**src/imuca_pkg.sv**
```systemverilog
// ----------------------------------------------------------------------------
// imuca_pkg
// Shared types and constants of the three-axis complementary attitude filter.
// ----------------------------------------------------------------------------
package imuca_pkg;

    localparam int NUM_LANES   = 3;
    localparam int BLEND_LANES = 2;          // X and Y take the accelerometer blend
    localparam int AXIS_W      = 32;
    localparam int TIME_W      = 32;
    localparam int WEIGHT_W    = 17;

    // Reciprocal division: 64-bit dividend, one 32x32 partial product per cycle
    localparam int DIVIDEND_W  = 64;
    localparam int DIV_CYCLES  = 4;
    localparam int DIV_CNT_W   = $clog2(DIV_CYCLES);

    localparam logic [WEIGHT_W-1:0] WEIGHT_ONE         = 17'd65536;
    localparam logic [WEIGHT_W-1:0] ACC_STRENGTH_RESET = 17'd3277;

    localparam logic       MODE_GYRO  = 1'b0;
    localparam logic       MODE_ACCEL = 1'b1;

    localparam int         ADDR_W            = 3;
    localparam logic [2:0] ADDR_ACC_STRENGTH = 3'd0;

    typedef enum logic [1:0] {
        OP_NONE,
        OP_SEED,
        OP_INTEG,
        OP_BLEND
    } op_t;

    typedef enum logic [2:0] {
        ST_IDLE,
        ST_MUL,
        ST_RND,
        ST_DIV,
        ST_SAT,
        ST_DONE
    } state_t;

    typedef struct packed {
        logic                 load;
        state_t               state;
        op_t                  op;
        logic [DIV_CNT_W-1:0] step;
    } lane_ctl_t;

    typedef struct packed {
        logic commit;
        op_t  op;
    } merge_ctl_t;

endpackage

```
**src/imuca_ctrl.sv**
```systemverilog
// ----------------------------------------------------------------------------
// imuca_ctrl
// Sequencer, timestamp and seed state, and the register port.
// ----------------------------------------------------------------------------
module imuca_ctrl
    import imuca_pkg::*;
(
    input  logic                clk,
    input  logic                rst_n,
    input  logic                s_tvalid,
    output logic                s_tready,
    input  logic                mode,
    input  logic [TIME_W-1:0]   time_us,
    input  logic                out_free,
    input  logic                psel,
    input  logic                penable,
    input  logic                pwrite,
    input  logic [ADDR_W-1:0]   paddr,
    input  logic [31:0]         pwdata,
    output logic [31:0]         prdata,
    output logic                pready,
    output lane_ctl_t           lane_ctl,
    output merge_ctl_t          merge_ctl,
    output logic                seeded,
    output logic [TIME_W-1:0]   ticks,
    output logic [WEIGHT_W-1:0] weight
);

    localparam logic [DIV_CNT_W-1:0] DIV_LAST = DIV_CNT_W'(DIV_CYCLES - 1);

    state_t                 state_reg, state_next;
    op_t                    op_reg, op_next;
    logic [DIV_CNT_W-1:0]   div_cnt_reg, div_cnt_next;
    logic [TIME_W-1:0]      last_time_reg, last_time_next;
    logic                   time_seen_reg, time_seen_next;
    logic                   seeded_reg, seeded_next;
    logic [TIME_W-1:0]      ticks_reg, ticks_next;
    logic [WEIGHT_W-1:0]    acc_strength_reg;
    logic                   accept;
    logic                   commit;

    assign accept = s_tvalid && s_tready;

    // Classify the transaction and update the timestamp and seed flags
    always_comb
    begin
        op_next        = op_reg;
        last_time_next = last_time_reg;
        time_seen_next = time_seen_reg;
        seeded_next    = seeded_reg;
        ticks_next     = ticks_reg;
        if (accept)
        begin
            op_next = OP_NONE;
            if (mode == MODE_GYRO)
            begin
                if (!time_seen_reg)
                begin
                    last_time_next = time_us;
                    time_seen_next = 1'b1;
                end
                else if (seeded_reg)
                begin
                    op_next        = OP_INTEG;
                    ticks_next     = time_us - last_time_reg;
                    last_time_next = time_us;
                end
            end
            else
            begin
                if (!seeded_reg)
                begin
                    op_next     = OP_SEED;
                    seeded_next = 1'b1;
                end
                else
                begin
                    op_next = OP_BLEND;
                end
            end
        end
    end

    always_comb
    begin
        state_next = state_reg;
        case (state_reg)
            ST_IDLE:
            begin
                if (accept)
                    state_next = (op_next == OP_INTEG || op_next == OP_BLEND) ? ST_MUL
                                                                              : ST_DONE;
            end
            ST_MUL:  state_next = (op_reg == OP_INTEG) ? ST_RND : ST_SAT;
            ST_RND:  state_next = ST_DIV;
            ST_DIV:  state_next = (div_cnt_reg == DIV_LAST) ? ST_SAT : ST_DIV;
            ST_SAT:  state_next = ST_DONE;
            ST_DONE: state_next = out_free ? ST_IDLE : ST_DONE;
            default: state_next = ST_IDLE;
        endcase
    end

    always_comb
    begin
        s_tready     = 1'b0;
        commit       = 1'b0;
        div_cnt_next = '0;
        case (state_reg)
            ST_IDLE: s_tready = 1'b1;
            ST_DIV:  div_cnt_next = div_cnt_reg + 1'b1;
            ST_DONE: commit = out_free;
            default:
            begin
            end
        endcase
    end

    always_ff @(posedge clk or negedge rst_n)
    begin
        if (!rst_n)
        begin
            state_reg        <= ST_IDLE;
            op_reg           <= OP_NONE;
            div_cnt_reg      <= '0;
            last_time_reg    <= '0;
            time_seen_reg    <= 1'b0;
            seeded_reg       <= 1'b0;
            ticks_reg        <= '0;
            acc_strength_reg <= ACC_STRENGTH_RESET;
        end
        else
        begin
            state_reg     <= state_next;
            op_reg        <= op_next;
            div_cnt_reg   <= div_cnt_next;
            last_time_reg <= last_time_next;
            time_seen_reg <= time_seen_next;
            seeded_reg    <= seeded_next;
            ticks_reg     <= ticks_next;
            if (psel && penable && pwrite && pready && paddr == ADDR_ACC_STRENGTH)
                acc_strength_reg <= pwdata[WEIGHT_W-1:0];
        end
    end

    assign pready = 1'b1;
    assign prdata = (paddr == ADDR_ACC_STRENGTH) ? {{(32 - WEIGHT_W){1'b0}}, acc_strength_reg}
                                                 : 32'd0;

    // Clamp the blend weight to one
    assign weight = (acc_strength_reg > WEIGHT_ONE) ? WEIGHT_ONE : acc_strength_reg;
    assign ticks  = ticks_reg;
    assign seeded = seeded_reg;

    assign lane_ctl.load   = accept;
    assign lane_ctl.state  = state_reg;
    assign lane_ctl.op     = op_reg;
    assign lane_ctl.step   = div_cnt_reg;
    assign merge_ctl.commit = commit;
    assign merge_ctl.op     = op_reg;

    a_rnd_only_integ: assert property (@(posedge clk) disable iff (!rst_n)
        (state_reg == ST_RND || state_reg == ST_DIV) |-> (op_reg == OP_INTEG))
        else $error("divider running for a non-integrating transaction");

    a_sat_has_math: assert property (@(posedge clk) disable iff (!rst_n)
        (state_reg == ST_SAT) |-> (op_reg == OP_INTEG || op_reg == OP_BLEND))
        else $error("saturation step without arithmetic");

    a_accel_seeds: assert property (@(posedge clk) disable iff (!rst_n)
        (accept && mode == MODE_ACCEL) |=> seeded_reg)
        else $error("accelerometer transaction left angles unseeded");

    a_commit_free: assert property (@(posedge clk) disable iff (!rst_n)
        commit |-> out_free)
        else $error("result committed into a full output register");

endmodule

```
**config.mk**
```make
export PLATFORM = sky130hd
export DESIGN_NAME = imuca_ctrl
export DESIGN_NICKNAME = d
export VERILOG_FILES = /design/src/imuca_pkg.sv /design/src/imuca_ctrl.sv
export SDC_FILE = /design/constraint.sdc
export NUM_CORES = 1
export LEC_CHECK = 0
export ABC_AREA = 0
export BUFFER_PORTS_ARGS = -buffer_cell sky130_fd_sc_hd__buf_2
export CORE_ASPECT_RATIO = 1.25
export CORE_MARGIN = 2
export CORE_UTILIZATION = 45
export DETAILED_ROUTE_END_ITERATION = 10
export GPL_TIMING_DRIVEN = 0
export PLACE_DENSITY = 0.72
export SKIP_CTS_REPAIR_TIMING = 1
export SYNTH_ARGS = -nofsm -noshare
export SYNTH_HDL_FRONTEND = slang
export SYNTH_SLANG_ARGS = --single-unit
```
**constraint.sdc**
```tcl
create_clock -name clk -period 2.8 [get_ports clk]
set_clock_uncertainty 0.2 [all_clocks]
set_input_delay 0.28 -clock clk [delete_from_list [all_inputs] [get_ports clk]]
set_output_delay 0.28 -clock clk [all_outputs]
set_load 0.1 [all_outputs]
```
* After elaboration in Yosys (flattened, before gate mapping)
Cells that the tools add are included.
W data, S select, Z words.
** Storage, ports and cells
- Register bits after elaboration :: 90
- Input bits :: 75
- Output and inout port bits :: 95
- Word-level logic and storage cells :: 52
** Operators by class
- Add/sub/neg operators :: 2
- Magnitude comparators :: 1
- Equality and inequality tests :: 11
- Mux-type cells :: 18
- Bitwise operators :: 1
- Reduce and logical (&&, ||, !) cells :: 11
** Operators by type and width (number)
- $mux W32 :: 2
- $mux W17 :: 2
- $sub A32 B32 Y32 :: 1
- $pmux W3 S6 :: 1
- $gt A17 B17 Y1 const B :: 1
- $mux W3 :: 5
- $mux W2 :: 6
- $eq A2 B2 Y1 const B :: 4
- $eq A3 B2 Y1 const B :: 2
- $eq A3 B3 Y1 const B :: 2
- $logic_not A3 Y1 :: 2
- $logic_and A1 B1 Y1 :: 4
- $reduce_and A2 Y1 :: 2
- $reduce_and A4 Y1 :: 1
- $eq A3 B1 Y1 const B :: 1
- $reduce_and A3 Y1 :: 1
- $add A2 B1 Y2 const B :: 1
- $mux W1 :: 2
- $ne A2 B1 Y1 const B :: 1
- $ne A2 B2 Y1 const B :: 1
- $logic_or A1 B1 Y1 :: 1
- $not A1 Y1 :: 1

* Longest topological paths before layout
- Depth after elaboration :: 9
- Mapped depth :: 11
- Mapped depth without buffers :: 11

* Least setup slack after synthesis
No wires, ideal clock.
- Kind :: flip-flop to output port
- Start point :: reg state_reg[1]
- End point :: out s_tready
- Arrival time :: 3.134 ns
- Required time :: 2.320 ns
- Setup slack :: -0.814 ns
- Stages on the path, launching flop included :: 3
- Buffers on the path :: 1
- Path through :: dfrtp_1 clkbuf_1 nor3_1
** Between the ends
- Cells in the longest elaborated chain, start to end :: 2
** RTL lines
- start, declared :: RTL line imuca_ctrl.sv:31 : state_t state_reg, state_next;
- start signal, assigned :: RTL line imuca_ctrl.sv:133 : state_reg <= state_next;
- $logic_not A3 Y1 :: RTL line imuca_ctrl.sv:108 : case (state_reg)
- $mux W1 :: RTL line imuca_ctrl.sv:108
- end, declared :: RTL line imuca_ctrl.sv:11 : output logic s_tready,
No other way between the ends.

* Worst setup path after layout
- Start point :: reg last_time_reg[0]
- End point :: reg ticks_reg[24], in the netlist ticks[24]
** Between the ends
- Cells in the longest elaborated chain, start to end :: 1
** RTL lines
- start, declared :: RTL line imuca_ctrl.sv:34 : logic [TIME_W-1:0] last_time_reg, last_time_next;
- start signal, assigned :: RTL line imuca_ctrl.sv:136 : last_time_reg <= last_time_next;
- $sub A32 B32 Y32 :: RTL line imuca_ctrl.sv:65 : ticks_next = time_us - last_time_reg;
- end signal, assigned :: RTL line imuca_ctrl.sv:139 : ticks_reg <= ticks_next;
- end, declared :: RTL line imuca_ctrl.sv:37 : logic [TIME_W-1:0] ticks_reg, ticks_next;
No other way between the ends.
A chain may end at the register's enable or synchronous reset.

==> impl_results.rst <==
.. list-table::
   :header-rows: 1

   * - Metric
     - Value
   * - Status
     - finished with violations
   * - Failing checks
     - negative hold slack
   * - Die Y-Extent
     - 130 um
   * - Post-Synthesis Cells
     - 638
   * - Vias in the first global route
     - roughly 4.7k
   * - Fraction of final layout cells with drive strength greater than 1
     - 30.3%
   * - Inserted Clock Buffers
     - 9
   * - Placement row count
     - 46
   * - Number of nets still failing antenna checks after routing
     - 0
   * - Static power due to leakage
     - 0.00372 uW
   * - Post-synth top area share
     - 36.2%
   * - Standard cell with the maximum stage delay on the critical path
     - sky130_fd_sc_hd__dfrtp_1
   * - Worst-skew pair later-pin latency
     - approximately 0.35 ns
   * - Post-DR vias/cell
     - slightly above 5
   * - Placeable core region
     - 12600 um^2
   * - Maximum number of pins on one net before global-route repair
     - 47
   * - Number of vias in the routed layout
     - 5155
   * - Total length of routed wires
     - roughly 15000 um
   * - Power, Total
     - ~10000 uW
   * - Overflow left after global routing
     - 0
   * - Count of TritonRoute iterations in the first routing pass
     - 6
   * - Die ar.
     - 13700 um^2
   * - Number of hold-slack violations in the final timing report
     - 15
   * - Least-Margin Pin Slew
     - 0.692 ns
   * - # port buffers
     - 138
   * - CP Capture Type
     - flip-flop
   * - Clk pin slew, worst setup/hold paths
     - 0.06 ns
   * - Power Dens Cells
     - 1310 nW/um^2
   * - Critical path's top delay family
     - compound AO/OA/AOI/OAI gates
   * - DP Wirelength
     - approximately 11000 um
   * - Top post-synthesis cells by area
     - sky130_fd_sc_hd__dfrtp_1 (36%), sky130_fd_sc_hd__ha_1 (7.0%), sky130_fd_sc_hd__o21ai_0 (6.2%), sky130_fd_sc_hd__nand2_1 (6.1%), sky130_fd_sc_hd__mux2_2 (3.9%)
   * - Remaining routing DRC violations
     - 0
   * - Type of the tightest min-delay check
     - in -> reg
   * - Final max-slew violation count
     - 0
   * - CTS Buffer Depth
     - 2
   * - Number of setup violations in the final report
     - 0
   * - Commonest cells in the netlist
     - sky130_fd_sc_hd__nand2_1 (93), sky130_fd_sc_hd__dfrtp_1 (83), sky130_fd_sc_hd__o21ai_0 (71)
   * - Count of clock tree sinks
     - 90
   * - Diodes inserted
     - 0
   * - Initial drt markers
     - 280
   * - Yosys synthesis warning count
     - 0
   * - Type of origin of the critical path
     - flip-flop
   * - Synthesized cell area
     - about 5700 um^2
   * - Cell area after placement
     - 6730 um^2
   * - EDFF count, synth
     - 0
   * - CP most frequent cell
     - sky130_fd_sc_hd__a31oi_4
   * - CP Data Arrival Time
     - around 2.8 ns
   * - Crit-path max cell delay
     - 0.38 ns
   * - Setup CP Type
     - reg -> reg
   * - Max-slew headroom at the worst pin
     - 53.5%
   * - NumNets Final
     - 950
   * - DIE WIDTH
     - roughly 110 um
   * - Wire length of the first global-routing pass
     - 22700 um
   * - Top-level port count
     - 170
   * - TritonCTS clock tree
     - yes
   * - Seq/Total Area, Yosys
     - 39.4%
   * - Avg WL per Cell
     - 14.4 um
   * - Cell breakdown of the critical path
     - ha_2 -> fa_2 -> nand2b_4 -> a21oi_4 -> o2111ai_4 -> a31oi_4 -> a31oi_4 -> o31ai_2 -> xnor2_1 -> o21ai_1
   * - Number of register bits inferred by synthesis
     - 90
   * - Initial cell density of the core
     - between 40% and 50%
   * - Reported max-cap violation count
     - 0
   * - Synth unique cells
     - 63
   * - Share of flip-flops with an asynchronous set or reset
     - 100%
   * - Post-synth top flop
     - sky130_fd_sc_hd__dfrtp_1
   * - Count leader, synth
     - sky130_fd_sc_hd__nand2_1
   * - Final instance area
     - 7600 um^2
   * - Final setup TNS
     - 0 ns
   * - CP max FO
     - 4
   * - RSZ-0062 raised after global routing
     - yes
   * - Required time of the worst setup path
     - 2.81 ns
   * - Post-synthesis to final-layout area growth
     - 32.4%
   * - Final Hold Slack
     - -0.0392 ns
   * - CTS H-tree lvls
     - 3
   * - Final worst-path cycle share
     - 98.9%
   * - Number of standard cells in the layout, taps in and fillers out
     - 1015
   * - CTS Root Cell
     - sky130_fd_sc_hd__clkbuf_16
   * - Synthesized area per cell
     - 9.00 um^2
   * - Placer Congestion
     - about 0.86
   * - Number of antenna violations at the first check in global routing
     - 1
   * - Highest clock rate
     - about 360 MHz
   * - Cell accounting for the most synthesized area
     - sky130_fd_sc_hd__dfrtp_1
   * - Worst ir drop on vdd
     - 0.828 mV
   * - Final Critical Period
     - 2.77 ns
   * - Overall track demand over capacity in global routing
     - roughly a fifth
   * - Dpl cells
     - around 960
   * - Crit path buffers/inverters
     - 0
final timing paths:
check	slack [ns]	from	end	cells past startpoint
max	0.03	last_time_reg[0]$_DFFE_PN0P_	ticks[24]$_DFFE_PN0P_	10
min	-0.04	time_us[6]	last_time_reg[6]$_DFFE_PN0P_	3
max reg2reg	0.03	last_time_reg[0]$_DFFE_PN0P_	ticks[24]$_DFFE_PN0P_	10
min reg2reg	0.26	div_cnt_reg[0]$_DFF_PN0_	div_cnt_reg[0]$_DFF_PN0_	1
max in group asynchronous	1.43	rst_n	acc_strength_reg[10]$_DFFE_PN1P_	3
min in group asynchronous	0.28	rst_n	div_cnt_reg[0]$_DFF_PN0_	2
metrics by stage:
stage	util [%]	setup WS, ns
final	60.3	0.0315
after global routing	60.3	-0.0573
after CTS	55.7	-0.281
after detailed placement	53.4	-0.300
after global placement	53.2	-0.246
after floorplan	-	-0.0450
where the power goes:
group | switching [uW] | internal, uW | leakage, uW
Combinational | 4790 | 1860 | 0.00248
Clock | 497 | 692 | 0.000134
Sequential | 283 | 1840 | 0.00110
per-layer routing:
metal,track usage [%],vias to the layer above,wire (um),part of all wire (%)
li1,-,2581,-,-
met5,0,-,13,0.089
met3,3.00,25,629,4.3
met2,38.2,155,7500,51
met4,9.18,2,300,2.1
met1,23.9,2392,6190,42
layout make-up:
| type | count | area, um^2 |
|---|---|---|
| clock buffer | 13 | 240 |
| inverter | 39 | 146 |
| tap | 168 | 210 |
| fill | 1134 | 5000 |
| buffer | 48 | 315 |
| multi-input combinational | 474 | 3270 |
| clock inverter | 3 | 42.5 |
| timing repair buffer | 180 | 1120 |
| sequential | 90 | 2260 |
cells in the final DEF (no fill, tap or decap), types with 5 or more instances in the layout:
cell type	netlist	routed
sky130_fd_sc_hd__buf_4	20	27
sky130_fd_sc_hd__and3_1	5	5
sky130_fd_sc_hd__buf_2	4	141
sky130_fd_sc_hd__and2_1	18	18
sky130_fd_sc_hd__xnor2_1	10	10
sky130_fd_sc_hd__mux2_2	20	20
sky130_fd_sc_hd__xor2_1	15	15
sky130_fd_sc_hd__a21o_1	23	23
sky130_fd_sc_hd__nand4_1	5	5
sky130_fd_sc_hd__clkbuf_1	19	22
sky130_fd_sc_hd__a21oi_2	5	5
sky130_fd_sc_hd__o21a_1	5	5
sky130_fd_sc_hd__inv_1	39	39
sky130_fd_sc_hd__nand2_1	93	93
sky130_fd_sc_hd__nand2b_1	6	5
sky130_fd_sc_hd__dfrtp_1	83	83
sky130_fd_sc_hd__nor2b_1	21	20
sky130_fd_sc_hd__dlygate4sd3_1	0	35
sky130_fd_sc_hd__conb_1	2	16
sky130_fd_sc_hd__nor2_1	20	20
sky130_fd_sc_hd__o211ai_1	5	5
sky130_fd_sc_hd__ha_1	32	29
sky130_fd_sc_hd__o31ai_1	5	5
sky130_fd_sc_hd__o21ai_1	4	5
sky130_fd_sc_hd__nand3_1	10	9
sky130_fd_sc_hd__a21oi_1	27	24
sky130_fd_sc_hd__dfstp_2	7	7
sky130_fd_sc_hd__o21ai_0	71	69
sky130_fd_sc_hd__clkbuf_16	0	9
cell families after synthesis:
group	count (synthesis)	synth area share, %
fa+ha+maj	33	7.32
other cells	2	0.131
flops	90	39.4
mux	20	3.92
xor+xnor	25	3.81
buf+inv	88	8.10
compound gates	180	20.5
simple gates	200	16.8
worst reg2reg max path: cells and delay by family (launching register included):
kind / cells / cell delay, ns
AO/OA/AOI/OAI: 6 / 1.19
adder cells (fa/ha/maj): 2 / 0.54
flip-flops: 1 / 0.38
AND/OR/NAND/NOR: 1 / 0.17
XOR/XNOR: 1 / 0.15
No activity file was read; power rests on OpenSTA's default activity.
