$ cat config.mk
export PLATFORM = sky130hd
export DESIGN_NAME = imuca_merge
export DESIGN_NICKNAME = d
export VERILOG_FILES = /design/src/imuca_pkg.sv /design/src/imuca_merge.sv
export SDC_FILE = /design/constraint.sdc
export NUM_CORES = 1
export LEC_CHECK = 0
export ABC_AREA = 1
export CAP_MARGIN = 20
export CORE_AREA = 8 8 148 150
export DETAILED_ROUTE_END_ITERATION = 8
export DIE_AREA = 0 0 156 158
export DONT_BUFFER_PORTS = 1
export GPL_TIMING_DRIVEN = 0
export HOLD_SLACK_MARGIN = 0.03
export SYNTH_ARGS = -nofsm -noshare
export SYNTH_HDL_FRONTEND = slang
export SYNTH_SLANG_ARGS = --single-unit
$ cat constraint.sdc
create_clock -name clk -period 1.9 [get_ports clk]
set_input_delay 0.38 -clock clk [delete_from_list [all_inputs] [get_ports clk]]
set_output_delay 0.38 -clock clk [all_outputs]
set_load 0.01 [all_outputs]
$ cat src/imuca_pkg.sv
// ----------------------------------------------------------------------------
// imuca_pkg
// Shared types and constants of the three-axis complementary attitude filter.
// ----------------------------------------------------------------------------
package imuca_pkg;

    localparam int NUM_LANES   = 3;
    localparam int BLEND_LANES = 2;          // X and Y take the accelerometer blend
    localparam int AXIS_W      = 32;
    localparam int TIME_W      = 32;
    localparam int WEIGHT_W    = 17;

    // Reciprocal division: 64-bit dividend, one 32x32 partial product per cycle
    localparam int DIVIDEND_W  = 64;
    localparam int DIV_CYCLES  = 4;
    localparam int DIV_CNT_W   = $clog2(DIV_CYCLES);

    localparam logic [WEIGHT_W-1:0] WEIGHT_ONE         = 17'd65536;
    localparam logic [WEIGHT_W-1:0] ACC_STRENGTH_RESET = 17'd3277;

    localparam logic       MODE_GYRO  = 1'b0;
    localparam logic       MODE_ACCEL = 1'b1;

    localparam int         ADDR_W            = 3;
    localparam logic [2:0] ADDR_ACC_STRENGTH = 3'd0;

    typedef enum logic [1:0] {
        OP_NONE,
        OP_SEED,
        OP_INTEG,
        OP_BLEND
    } op_t;

    typedef enum logic [2:0] {
        ST_IDLE,
        ST_MUL,
        ST_RND,
        ST_DIV,
        ST_SAT,
        ST_DONE
    } state_t;

    typedef struct packed {
        logic                 load;
        state_t               state;
        op_t                  op;
        logic [DIV_CNT_W-1:0] step;
    } lane_ctl_t;

    typedef struct packed {
        logic commit;
        op_t  op;
    } merge_ctl_t;

endpackage

$ cat src/imuca_merge.sv
// ----------------------------------------------------------------------------
// imuca_merge
// Combines the lane results into the angle store and holds the output
// transaction until it is taken.
// ----------------------------------------------------------------------------
module imuca_merge
    import imuca_pkg::*;
(
    input  logic                                clk,
    input  logic                                rst_n,
    input  merge_ctl_t                          ctl,
    input  logic                                seeded,
    input  logic [NUM_LANES-1:0][AXIS_W-1:0]    lane_held,
    input  logic [NUM_LANES-1:0][AXIS_W-1:0]    lane_result,
    output logic [NUM_LANES-1:0][AXIS_W-1:0]    angles,
    output logic                                out_free,
    output logic                                m_tvalid,
    input  logic                                m_tready,
    output logic [NUM_LANES*AXIS_W-1:0]         m_tdata,
    output logic                                m_tuser
);

    logic [NUM_LANES-1:0][AXIS_W-1:0] angle_store_reg;
    logic [NUM_LANES-1:0][AXIS_W-1:0] angle_store_next;
    logic                             m_tvalid_reg;
    logic [NUM_LANES*AXIS_W-1:0]      m_tdata_reg;
    logic                             m_tuser_reg;

    always_comb
    begin
        for (int i = 0; i < NUM_LANES; i++)
        begin
            case (ctl.op)
                OP_SEED:  angle_store_next[i] = lane_held[i];
                OP_INTEG: angle_store_next[i] = lane_result[i];
                OP_BLEND: angle_store_next[i] = (i < BLEND_LANES) ? lane_result[i]
                                                                  : angle_store_reg[i];
                default:  angle_store_next[i] = angle_store_reg[i];
            endcase
        end
    end

    always_ff @(posedge clk or negedge rst_n)
    begin
        if (!rst_n)
        begin
            angle_store_reg <= '0;
            m_tvalid_reg    <= 1'b0;
        end
        else if (ctl.commit)
        begin
            angle_store_reg <= angle_store_next;
            m_tvalid_reg    <= 1'b1;
        end
        else if (m_tready)
        begin
            m_tvalid_reg <= 1'b0;
        end
    end

    always_ff @(posedge clk)
    begin
        if (ctl.commit)
        begin
            m_tdata_reg <= angle_store_next;
            m_tuser_reg <= seeded;
        end
    end

    assign angles   = angle_store_reg;
    assign out_free = !m_tvalid_reg || m_tready;
    assign m_tvalid = m_tvalid_reg;
    assign m_tdata  = m_tdata_reg;
    assign m_tuser  = m_tuser_reg;

    a_commit_shows: assert property (@(posedge clk) disable iff (!rst_n)
        ctl.commit |=> (m_tvalid_reg && m_tdata_reg == angle_store_reg))
        else $error("committed result does not match the angle store");

    a_unseeded_zero: assert property (@(posedge clk) disable iff (!rst_n)
        (m_tvalid_reg && !m_tuser_reg) |-> (m_tdata_reg == '0))
        else $error("nonzero angles reported before seeding");

    a_none_holds: assert property (@(posedge clk) disable iff (!rst_n)
        (ctl.commit && ctl.op == OP_NONE) |=> $stable(angle_store_reg))
        else $error("angle store changed on a pass-through transaction");

endmodule

# After elaboration in Yosys (flattened, before gate mapping)
# Cells that the tools add are included.
dict set report word_totals {
  ff_bits 194
  input_bits 199
  out_inout_bits 195
  elab_cells 18
}
dict set report op_classes {
  n_eq_ne 3
  muxes 5
  n_reduce_logical 4
}
# operator n
set ops {}
lappend ops {{case mux 32 bit (2 select lines)} 3}
lappend ops {{== test 2 bit, second input constant} 2}
lappend ops {{== test 2 x 1 -> 1 bit, second input constant} 1}
lappend ops {{2-to-1 mux 1 bit} 2}
lappend ops {{nonzero test 2 bit} 1}
lappend ops {{OR reduction 2 bit} 1}
lappend ops {{zero test 1 bit} 1}
lappend ops {{logical OR 1 bit} 1}

# Depth between registers and ports, before layout
# Gate-level depths: netlist (run 1).
dict set report logic_depth {
  ltp_word 3
  ltp_mapped 10
  depth_no_buf 8
}

# Worst setup path before layout (run 1)
# Ideal clock, no wire load.
dict set report synth_path {
  path_type {input-to-reg}
  start {in ctl[0] (netlist bit)}
  end {reg m_tdata_reg[64] (netlist: m_tdata[64]), data pin}
  setup_ns 0.255
  arrival_ns 1.305
  required_time_ns 1.645
  setup_slack_ns 0.340
  stages 7
  n_path_buf 2
  path_cell_list {inv_1 > ha_1 > buf_2 > inv_1 > buf_2 > nand2_1 > and2_1}
}
# element line_no
set synth_rtl {}
lappend synth_rtl {{start, declared} imuca_merge.sv:11} ;# input merge_ctl_t ctl,
lappend synth_rtl {{end signal, assigned} imuca_merge.sv:65} ;# m_tdata_reg <= angle_store_next;
lappend synth_rtl {{end, declared} imuca_merge.sv:26} ;# logic [NUM_LANES*AXIS_W-1:0] m_tdata_reg;

# Worst setup path after layout (run 1)
dict set report layout_path {
  start {reg m_tvalid_reg (netlist: m_tvalid)}
  end {out out_free}
}
dict set report layout_via {
  elab_chain_cells 2
}
# element line_no
set layout_rtl {}
lappend layout_rtl {{start, declared} imuca_merge.sv:25} ;# logic m_tvalid_reg;
lappend layout_rtl {{start signal, assigned} imuca_merge.sv:48} ;# m_tvalid_reg <= 1'b0;
lappend layout_rtl {{start signal, assigned} imuca_merge.sv:53} ;# m_tvalid_reg <= 1'b1;
lappend layout_rtl {{start signal, assigned} imuca_merge.sv:57} ;# m_tvalid_reg <= 1'b0;
lappend layout_rtl {{zero test 1 bit} imuca_merge.sv:71} ;# assign out_free = !m_tvalid_reg || m_tready;
lappend layout_rtl {{logical OR 1 bit} imuca_merge.sv:71}
lappend layout_rtl {{end, declared} imuca_merge.sv:16} ;# output logic out_free,
# Every way passes these cells.

==> summary by stage, run 1 <==
Run status
The run finished, with violations left. The checks that failed: hold timing.

Die
The number of rows created at floorplan is 52. The initial utilization of the core area, before any placement, comes to 0.476. The die covers 24600 sq um. The number of I/O pins is 394.

Measured along the x axis, the die boundary spans 156 um. The height of the die is 158 um. The core region is 19700 sq um.

Power and ir drop
The analysis attributes to cell leakage a power of 4.60 nW. In this run the power spent charging and discharging nets is 3.12 mW. The share of total power dissipated in sequential elements is 0.545. The share of total power dissipated in combinational logic is 0.123. The portion of total power attributed to the clock network is 0.332. The peak supply drop is 0.000611 V.

The internal power contribution is 7.27 mW. The total power divided by cell area is 1010 nW/um^2. Overall power consumption after layout is estimated at 10.4 mW.

The net switching fraction of the power is 0.300.

Critical path
The origin of the critical flop-to-flop path is angles[29]$_DFFE_PN0P_. The combined buffer and inverter count along the critical path is 0. The endpoint identified for the worst register-to-register timing path is m_tdata[29]$_DFFE_PP_. The number of cells on the worst reg-to-reg path is 2. STA classifies the critical path endpoint as a primary output.

The critical path goes through nand2_1. The dominant delay contributor by cell family on the critical path is flip-flops. Among all stages on the critical path, the largest delay is contributed by sky130_fd_sc_hd__dfrtp_1. The required arrival time at the worst endpoint is 1.52 ns. The arrival time of data at the critical path endpoint is 1.02 ns. The reg-to-reg setup timing slack is 0.71 ns. The delay of the slowest cell on the worst path is 0.42 ns. The worst setup path is launched from a flop. The critical-path maximum fanout is 2. The critical path in this run is classified as reg -> out.

Clock tree
The total number of H-tree levels is 4. For the worst-skew pair, the clock arrives at the later sink with an insertion delay of 0.43 ns. The maximum number of buffers from clock root to sink is 2. The buffer count from post-CTS setup fixing is 0. The tree is rooted in a sky130_fd_sc_hd__clkbuf_16.

The post-CTS clock slew at the launch and capture registers of the worst setup and hold paths is 0.08 ns. The clock sink count is 194. The number of buffers created by CTS is 17. TritonCTS built the clock tree.

STA
For the pin with the worst max-slew slack, the measured transition is 0.580 ns. The max-slew violation count is 0. The clock period minus final worst setup slack is 1.40 ns. Setup repair after global routing left no endpoint under its margin. Adding up every negative setup slack in the final design gives 0 ns. Between clock sinks in the finished design, the worst skew comes to 0.00905 ns. Based on the critical path, the design can be clocked at up to 712 MHz. The total count of hold-check failures in the final report came to 97. Final hold analysis gives a worst-case slack of -0.369 ns. Setup violations remaining at the end of the flow were counted as 0. The portion of the clock cycle consumed by the worst path in the final layout is 0.739. Headroom to the max-slew limit came out at 0.613.

Route
Dividing the detail-routed wire length by the instance count gives 21.3 um. The per-cell via count in the routed design is 5.27. The first-pass detailed-route iteration total is 4.

In the routed design, unresolved DRC markers number 0. The detailed router finished its first iteration with 412 violations. Summing over every cut layer, the via total after detailed routing is 7072.

The routed design has 28700 um of wire. The count of nets left with antenna violations after detail routing is 0.

Logic synthesis
After technology mapping, the gate count stands at 1039. The area of the mapped netlist is 9370 sq um. The mean instance size in the synthesized netlist is 9.02 sq um. When the netlist entered floorplanning its net count stood at 1242.

Yosys printed 0 warnings. The leading register cell type out of synthesis is sky130_fd_sc_hd__edfxtp_1. The number of library cell types mapped by synthesis is 20. The sequential cell area fraction in the yosys report is 0.570. The flip-flop and latch count after synthesis is 194.

For this run, asynchronously set or reset flops after synthesis account for 0.500. The number of enable flip-flop cells after synthesis is 97.

Global route
The number of antenna violations at the first check in global routing is 0. The first global-routing pass estimated 41700 um of wire. In the global route stage, overall resource usage came out at 0.226. Global routing finished with a remaining overflow of 0.

The maximum number of pins on one net before global-route repair is 101. The via count of the first global-routing pass is 6845.

Finish
The most common library cell in the layout ignoring fill and taps is sky130_fd_sc_hd__nand2_1. The number of antenna diodes in the final layout is 0. Registers take 5340 sq um. The share of the core filled with cells is 0.522. At the end of the flow, the number of nets in the layout was 1263. Summing all multi-input logic gate instances after layout gives 3520 sq um.

The library cells used most frequently in the layout, excluding fill and tap cells, are sky130_fd_sc_hd__nand2_1 (354), sky130_fd_sc_hd__nand3_1 (128), sky130_fd_sc_hd__dfrtp_1 (97), sky130_fd_sc_hd__edfxtp_1 (97), sky130_fd_sc_hd__and2_1 (96). The number of fillers in the final layout is 1852. The signed area change from the synthesized netlist to the final layout is 9.84%.

In the final layout, the share of cells above drive strength 1 is 0.0885.

Flow run
The max-capacitance violation count is 0.

Place
Input and output buffers added on the ports amount to 0. The final weighted congestion in routability-driven placement is 0.801. The half-perimeter wire length of the detailed placement result is 21300 um.

Worst hold path
The path class of the tightest hold or removal check is in -> async.
[timing repair]
item | in CTS | in global routing
setup endpoints to repair | 0 | 0
endpoints found under the hold margin | 98 | 103
resized for setup | 0 | 0
hold buffers | 1 | 1
[metal layers]
layer | global-route usage | share of wire
met4 | 0.0596 | 0.014
met3 | 0.0912 | 0.099
met5 | 0 | 0
met2 | 0.375 | 0.49
met1 | 0.269 | 0.39
[metrics by stage]
stage / area [sq um] / setup WS [ns] / cells / hold slack, ns
global route: 10300 / 0.423 / 1343 / -0.402
global placement: 9710 / 0.0867 / 1309 / 0.0869
finish: 10300 / 0.495 / 1343 / -0.369
detailed placement: 9710 / 0.0803 / 1309 / 0.0866
CTS: 10300 / 0.475 / 1342 / -0.392
floorplan: 9370 / 0.340 / 1039 / 0.0844
[worst max-delay path by stage]
stage | start | cells past startpoint | endpoint | slack (ns)
floorplan | ctl[0] | 7 | m_tdata[64]$_DFFE_PP_ | 0.34
global route | ctl[0] | 7 | m_tdata[25]$_DFFE_PP_ | 0.42
global placement | ctl[0] | 7 | m_tdata[25]$_DFFE_PP_ | 0.09
CTS | m_tvalid$_DFFE_PN0P_ | 1 | out_free | 0.47
detailed placement | ctl[0] | 7 | m_tdata[25]$_DFFE_PP_ | 0.08
finish | m_tvalid$_DFFE_PN0P_ | 1 | out_free | 0.50
[synth_stat cells (2+ instances only)]
cell type | instances | area, sq um
sky130_fd_sc_hd__o21ai_0 | 32 | 160
sky130_fd_sc_hd__dfrtp_1 | 97 | 2430
sky130_fd_sc_hd__buf_1 | 4 | 15.0
sky130_fd_sc_hd__and2_1 | 96 | 601
sky130_fd_sc_hd__or2_2 | 15 | 93.8
sky130_fd_sc_hd__buf_2 | 32 | 160
sky130_fd_sc_hd__inv_1 | 38 | 143
sky130_fd_sc_hd__nand3_1 | 128 | 641
sky130_fd_sc_hd__nand2_1 | 354 | 1330
sky130_fd_sc_hd__ha_1 | 4 | 50.1
sky130_fd_sc_hd__or2_1 | 49 | 307
sky130_fd_sc_hd__edfxtp_1 | 97 | 2910
sky130_fd_sc_hd__inv_2 | 2 | 7.51
sky130_fd_sc_hd__a21oi_1 | 63 | 315
sky130_fd_sc_hd__clkbuf_1 | 12 | 45.0
sky130_fd_sc_hd__buf_6 | 12 | 135
[cell type report]
cell class,count,area share
well taps,270,0.0328
multi-input cells,743,0.341
clock buffers,20,0.0434
repair buffers,2,0.00194
flip-flops and latches,194,0.519
plain buffers,62,0.0357
clock inverters,12,0.0114
inverters,40,0.0146
[power by group through the flow]
stage / registers [mW] / clock network (mW) / logic (mW)
6_report: 5.66 / 3.45 / 1.27
3_3_place_gp: 5.77 / 0 / 1.24
2_1_floorplan: 5.53 / 0 / 1.00
5_1_grt: 5.72 / 3.68 / 1.47
4_1_cts: 5.69 / 3.51 / 1.28
3_5_place_dp: 5.77 / 0 / 1.28
[cell families (layout without fill, tap and decap cells)]
group | count (synthesis) | in the layout | synth area share
buffers and inverters | 102 | 136 | 0.0553
AND/OR/NAND/NOR | 643 | 643 | 0.318
adder cells (fa/ha/maj) | 4 | 4 | 0.00534
AO/OA/AOI/OAI | 96 | 96 | 0.0517
flip-flops | 194 | 194 | 0.570
Note: power is estimated with default switching activity, not from simulation.
==> run 2, diff against run 1 <==
- PLACE_DENSITY: unset -> 0.65
- clock period: 1.9 -> 1.2 ns (I/O delays scaled with it)
==> summary by stage, run 2 (synthesis gave the netlist of run 1 again) <==
Global route
The maximum number of pins on one net before global-route repair is 101. The sum of overflow across all layers after global routing is 0. For this run, the total global-route usage over all layers was measured as 0.225. The via count of the first global-routing pass came to 7122.

The first-pass GRT wire length is 41500 um. The number of antenna violations at the first check in global routing was 2.

Clock tree
Clock tree synthesis selected as its root buffer the cell sky130_fd_sc_hd__clkbuf_16. The total number of H-tree levels is 4. The number of buffers created by CTS is 17. The maximum number of buffers from clock root to sink is 2.

TritonCTS built the clock tree. The buffer count from post-CTS setup fixing is 0. The number of hold-repair buffers added at the cts stage is 14.

Clock-pin slew was measured on the worst setup and hold paths at 0.08 ns. At the later pin of the worst-skew pair, clock insertion delay measures 0.43 ns. The clock sink count is 194.

Power and ir drop
The total power divided by cell area is 1550 nW/um^2. The internal power contribution is 11.5 mW. The part of the power in registers is 0.544. The peak supply drop is 0.000940 V.

Of the total power, combinational logic draws 0.130. The portion of total power attributed to the clock network is 0.326. Total power for the finished layout comes to 16.5 mW.

Of the total power, the share spent switching nets is 0.300. In this run the power spent charging and discharging nets is 4.96 mW. The leakage power summed over all cells is 4.67 nW.

Die
The die area is 24600 sq um. The placeable core region is 19700 sq um. The height of the die is 158 um. The die is 156 um wide. Pin placement for this block handled 394 I/O pins.

The number of rows created at floorplan is 52. The starting density of the core is 0.476.

Route
The number of DRC violations after detailed-routing iteration 0 is 443. The routed length per instance is 21.1 um. The DRC violation count after routing is 0. In the routed layout, each cell is associated on average with a via count of 5.33. The total via count after detailed routing is 7226. For this run, the detailed router's first-pass iteration total came to 4. The count of nets left with antenna violations once routing finished came out at 0. The sum of routed wire length over all layers is 28700 um.

Critical path
The startpoint identified for the worst register-to-register timing path is angles[63]$_DFFE_PN0P_. STA puts the critical path data required time at 0.96 ns. The arrival time of data at the critical path endpoint is 0.99 ns.

The delay of the slowest cell on the worst path is 0.43 ns. Among all stages on the critical path, the largest delay is contributed by sky130_fd_sc_hd__dfrtp_1. STA classifies the critical path endpoint as a primary output.

The most critical setup path has its startpoint at m_tvalid$_DFFE_PN0P_. The critical-path maximum fanout is 2. The combined buffer and inverter count along the critical path is 0. The cell family contributing the most delay on the critical path is flip-flops. STA classifies the critical path startpoint as a flop. Traced cell by cell, the critical path runs through nand2_2.

The critical setup path kind is reg -> out.

STA
Summed over all failing endpoints, the final setup total negative slack is -0.0278 ns. Static timing analysis puts the maximum clock frequency at 814 MHz. The total count of hold-check failures in the final report is 116.

Final hold analysis gives a worst-case slack of -0.511 ns. Setup repair after global routing could not meet its margin everywhere. In the post-route analysis, the smallest setup slack over all paths is -0.0278 ns.

The final number of setup-violating endpoints is 1. The slew at the pin closest to its max-slew limit is 0.541 ns. The routed design could run at a clock period as short as 1.23 ns. The portion of the clock cycle consumed by the worst path in the final layout is 1.02. On the final layout, the worst clock skew is 0.0126 ns.

The max-slew violation count is 0. In this run the tightest slew margin relative to its limit is 0.639.

Run status
The checks that failed: hold timing, setup timing. The run finished, with violations left.

Finish
The net count of the finished layout is 1275. The share of the core filled with cells is 0.539. The layout cell share with drive strength beyond 1 is 0.109. The area growth from synthesis to layout is 13.4%. Once layout is complete, the cells apart from fillers number 1356.

The most common library cell in the layout ignoring fill and taps is sky130_fd_sc_hd__nand2_1. In the layout the commonest cells are sky130_fd_sc_hd__nand2_1 (353), sky130_fd_sc_hd__nand3_1 (128), sky130_fd_sc_hd__edfxtp_1 (97). Fill cells in the final layout number 1797.

Place
The count of input and output buffers is 0. Counting tap cells, the placed design contains a total of 1309 instances. The worst slack at placement is -0.321 ns. The HPWL after detailed placement is 21400 um. The final weighted congestion in routability-driven placement is 0.912.

Worst hold path
The worst min-delay path class is in -> async.

Flow run
Max-cap violations in this run came to 0.
==> run 2: changes by cell type in the layout (fill, tap and decap cells not counted), sizes merged <==
cell / before / now
clkbuf: 33 / 31
clkinv: 5 / 9
clkinvlp: 2 / 1
diode: 0 / 2
dlygate4sd3: 2 / 14
inv: 45 / 43
==> run 2: path summary, 6_finish.rpt <==
kind | endpoint | slack, ns | depth (start not counted)
max | out_free | -0.03 | 1
min | angles[76]$_DFFE_PN0P_ | -0.51 | 0
max reg2reg | m_tdata[63]$_DFFE_PP_ | 0.03 | 2
min reg2reg | angles[37]$_DFFE_PN0P_ | 0.57 | 2
max in group asynchronous | angles[63]$_DFFE_PN0P_ | 1.47 | 0
min in group clk | m_tdata[76]$_DFFE_PP_ | -0.08 | 0
==> run 2: through the flow <==
| stage | instance area [sq um] | hold WS (ns) |
|---|---|---|
| after floorplan | 9570 | -0.0556 |
| after global placement | 9910 | -0.0523 |
| after detailed placement | 9910 | -0.0526 |
| after CTS | 10600 | -0.533 |
| after global routing | 10600 | -0.538 |
| final | 10600 | -0.511 |
==> run 2: metal layers <==
layer,vias up,track usage,part of all wire
met1,3399,0.249,0.37
met3,42,0.0816,0.10
met2,321,0.386,0.51
li1,3464,-,-
met5,-,0,0
met4,0,0.0975,0.026
==> run 2: what timing repair did <==
item,in CTS,in global routing
resized for setup,3,8
pin swaps,1,0
setup endpoints to repair,3,8
hold endpoints to repair,208,194
==> run 2: final cells by class <==
type,count,area (sq um),area share
Sequential cell,194,5350,0.503
Multi-Input combinational cell,743,3590,0.338
Buffer,62,462,0.0434
Clock buffer,18,429,0.0404
Tap cell,270,338,0.0318
Inverter,40,183,0.0172
Timing Repair Buffer,14,140,0.0132
Clock inverter,13,129,0.0121
Antenna cell,2,5.00,0.000471
==> run 2: power by group through the flow <==
stage | clock network [mW] | registers [mW] | logic, mW
global placement | 0 | 9.13 | 2.04
CTS | 5.49 | 9.01 | 2.15
global route | 5.72 | 9.07 | 2.46
floorplan | 0 | 8.76 | 1.67
finish | 5.38 | 8.98 | 2.14
detailed placement | 0 | 9.13 | 2.11
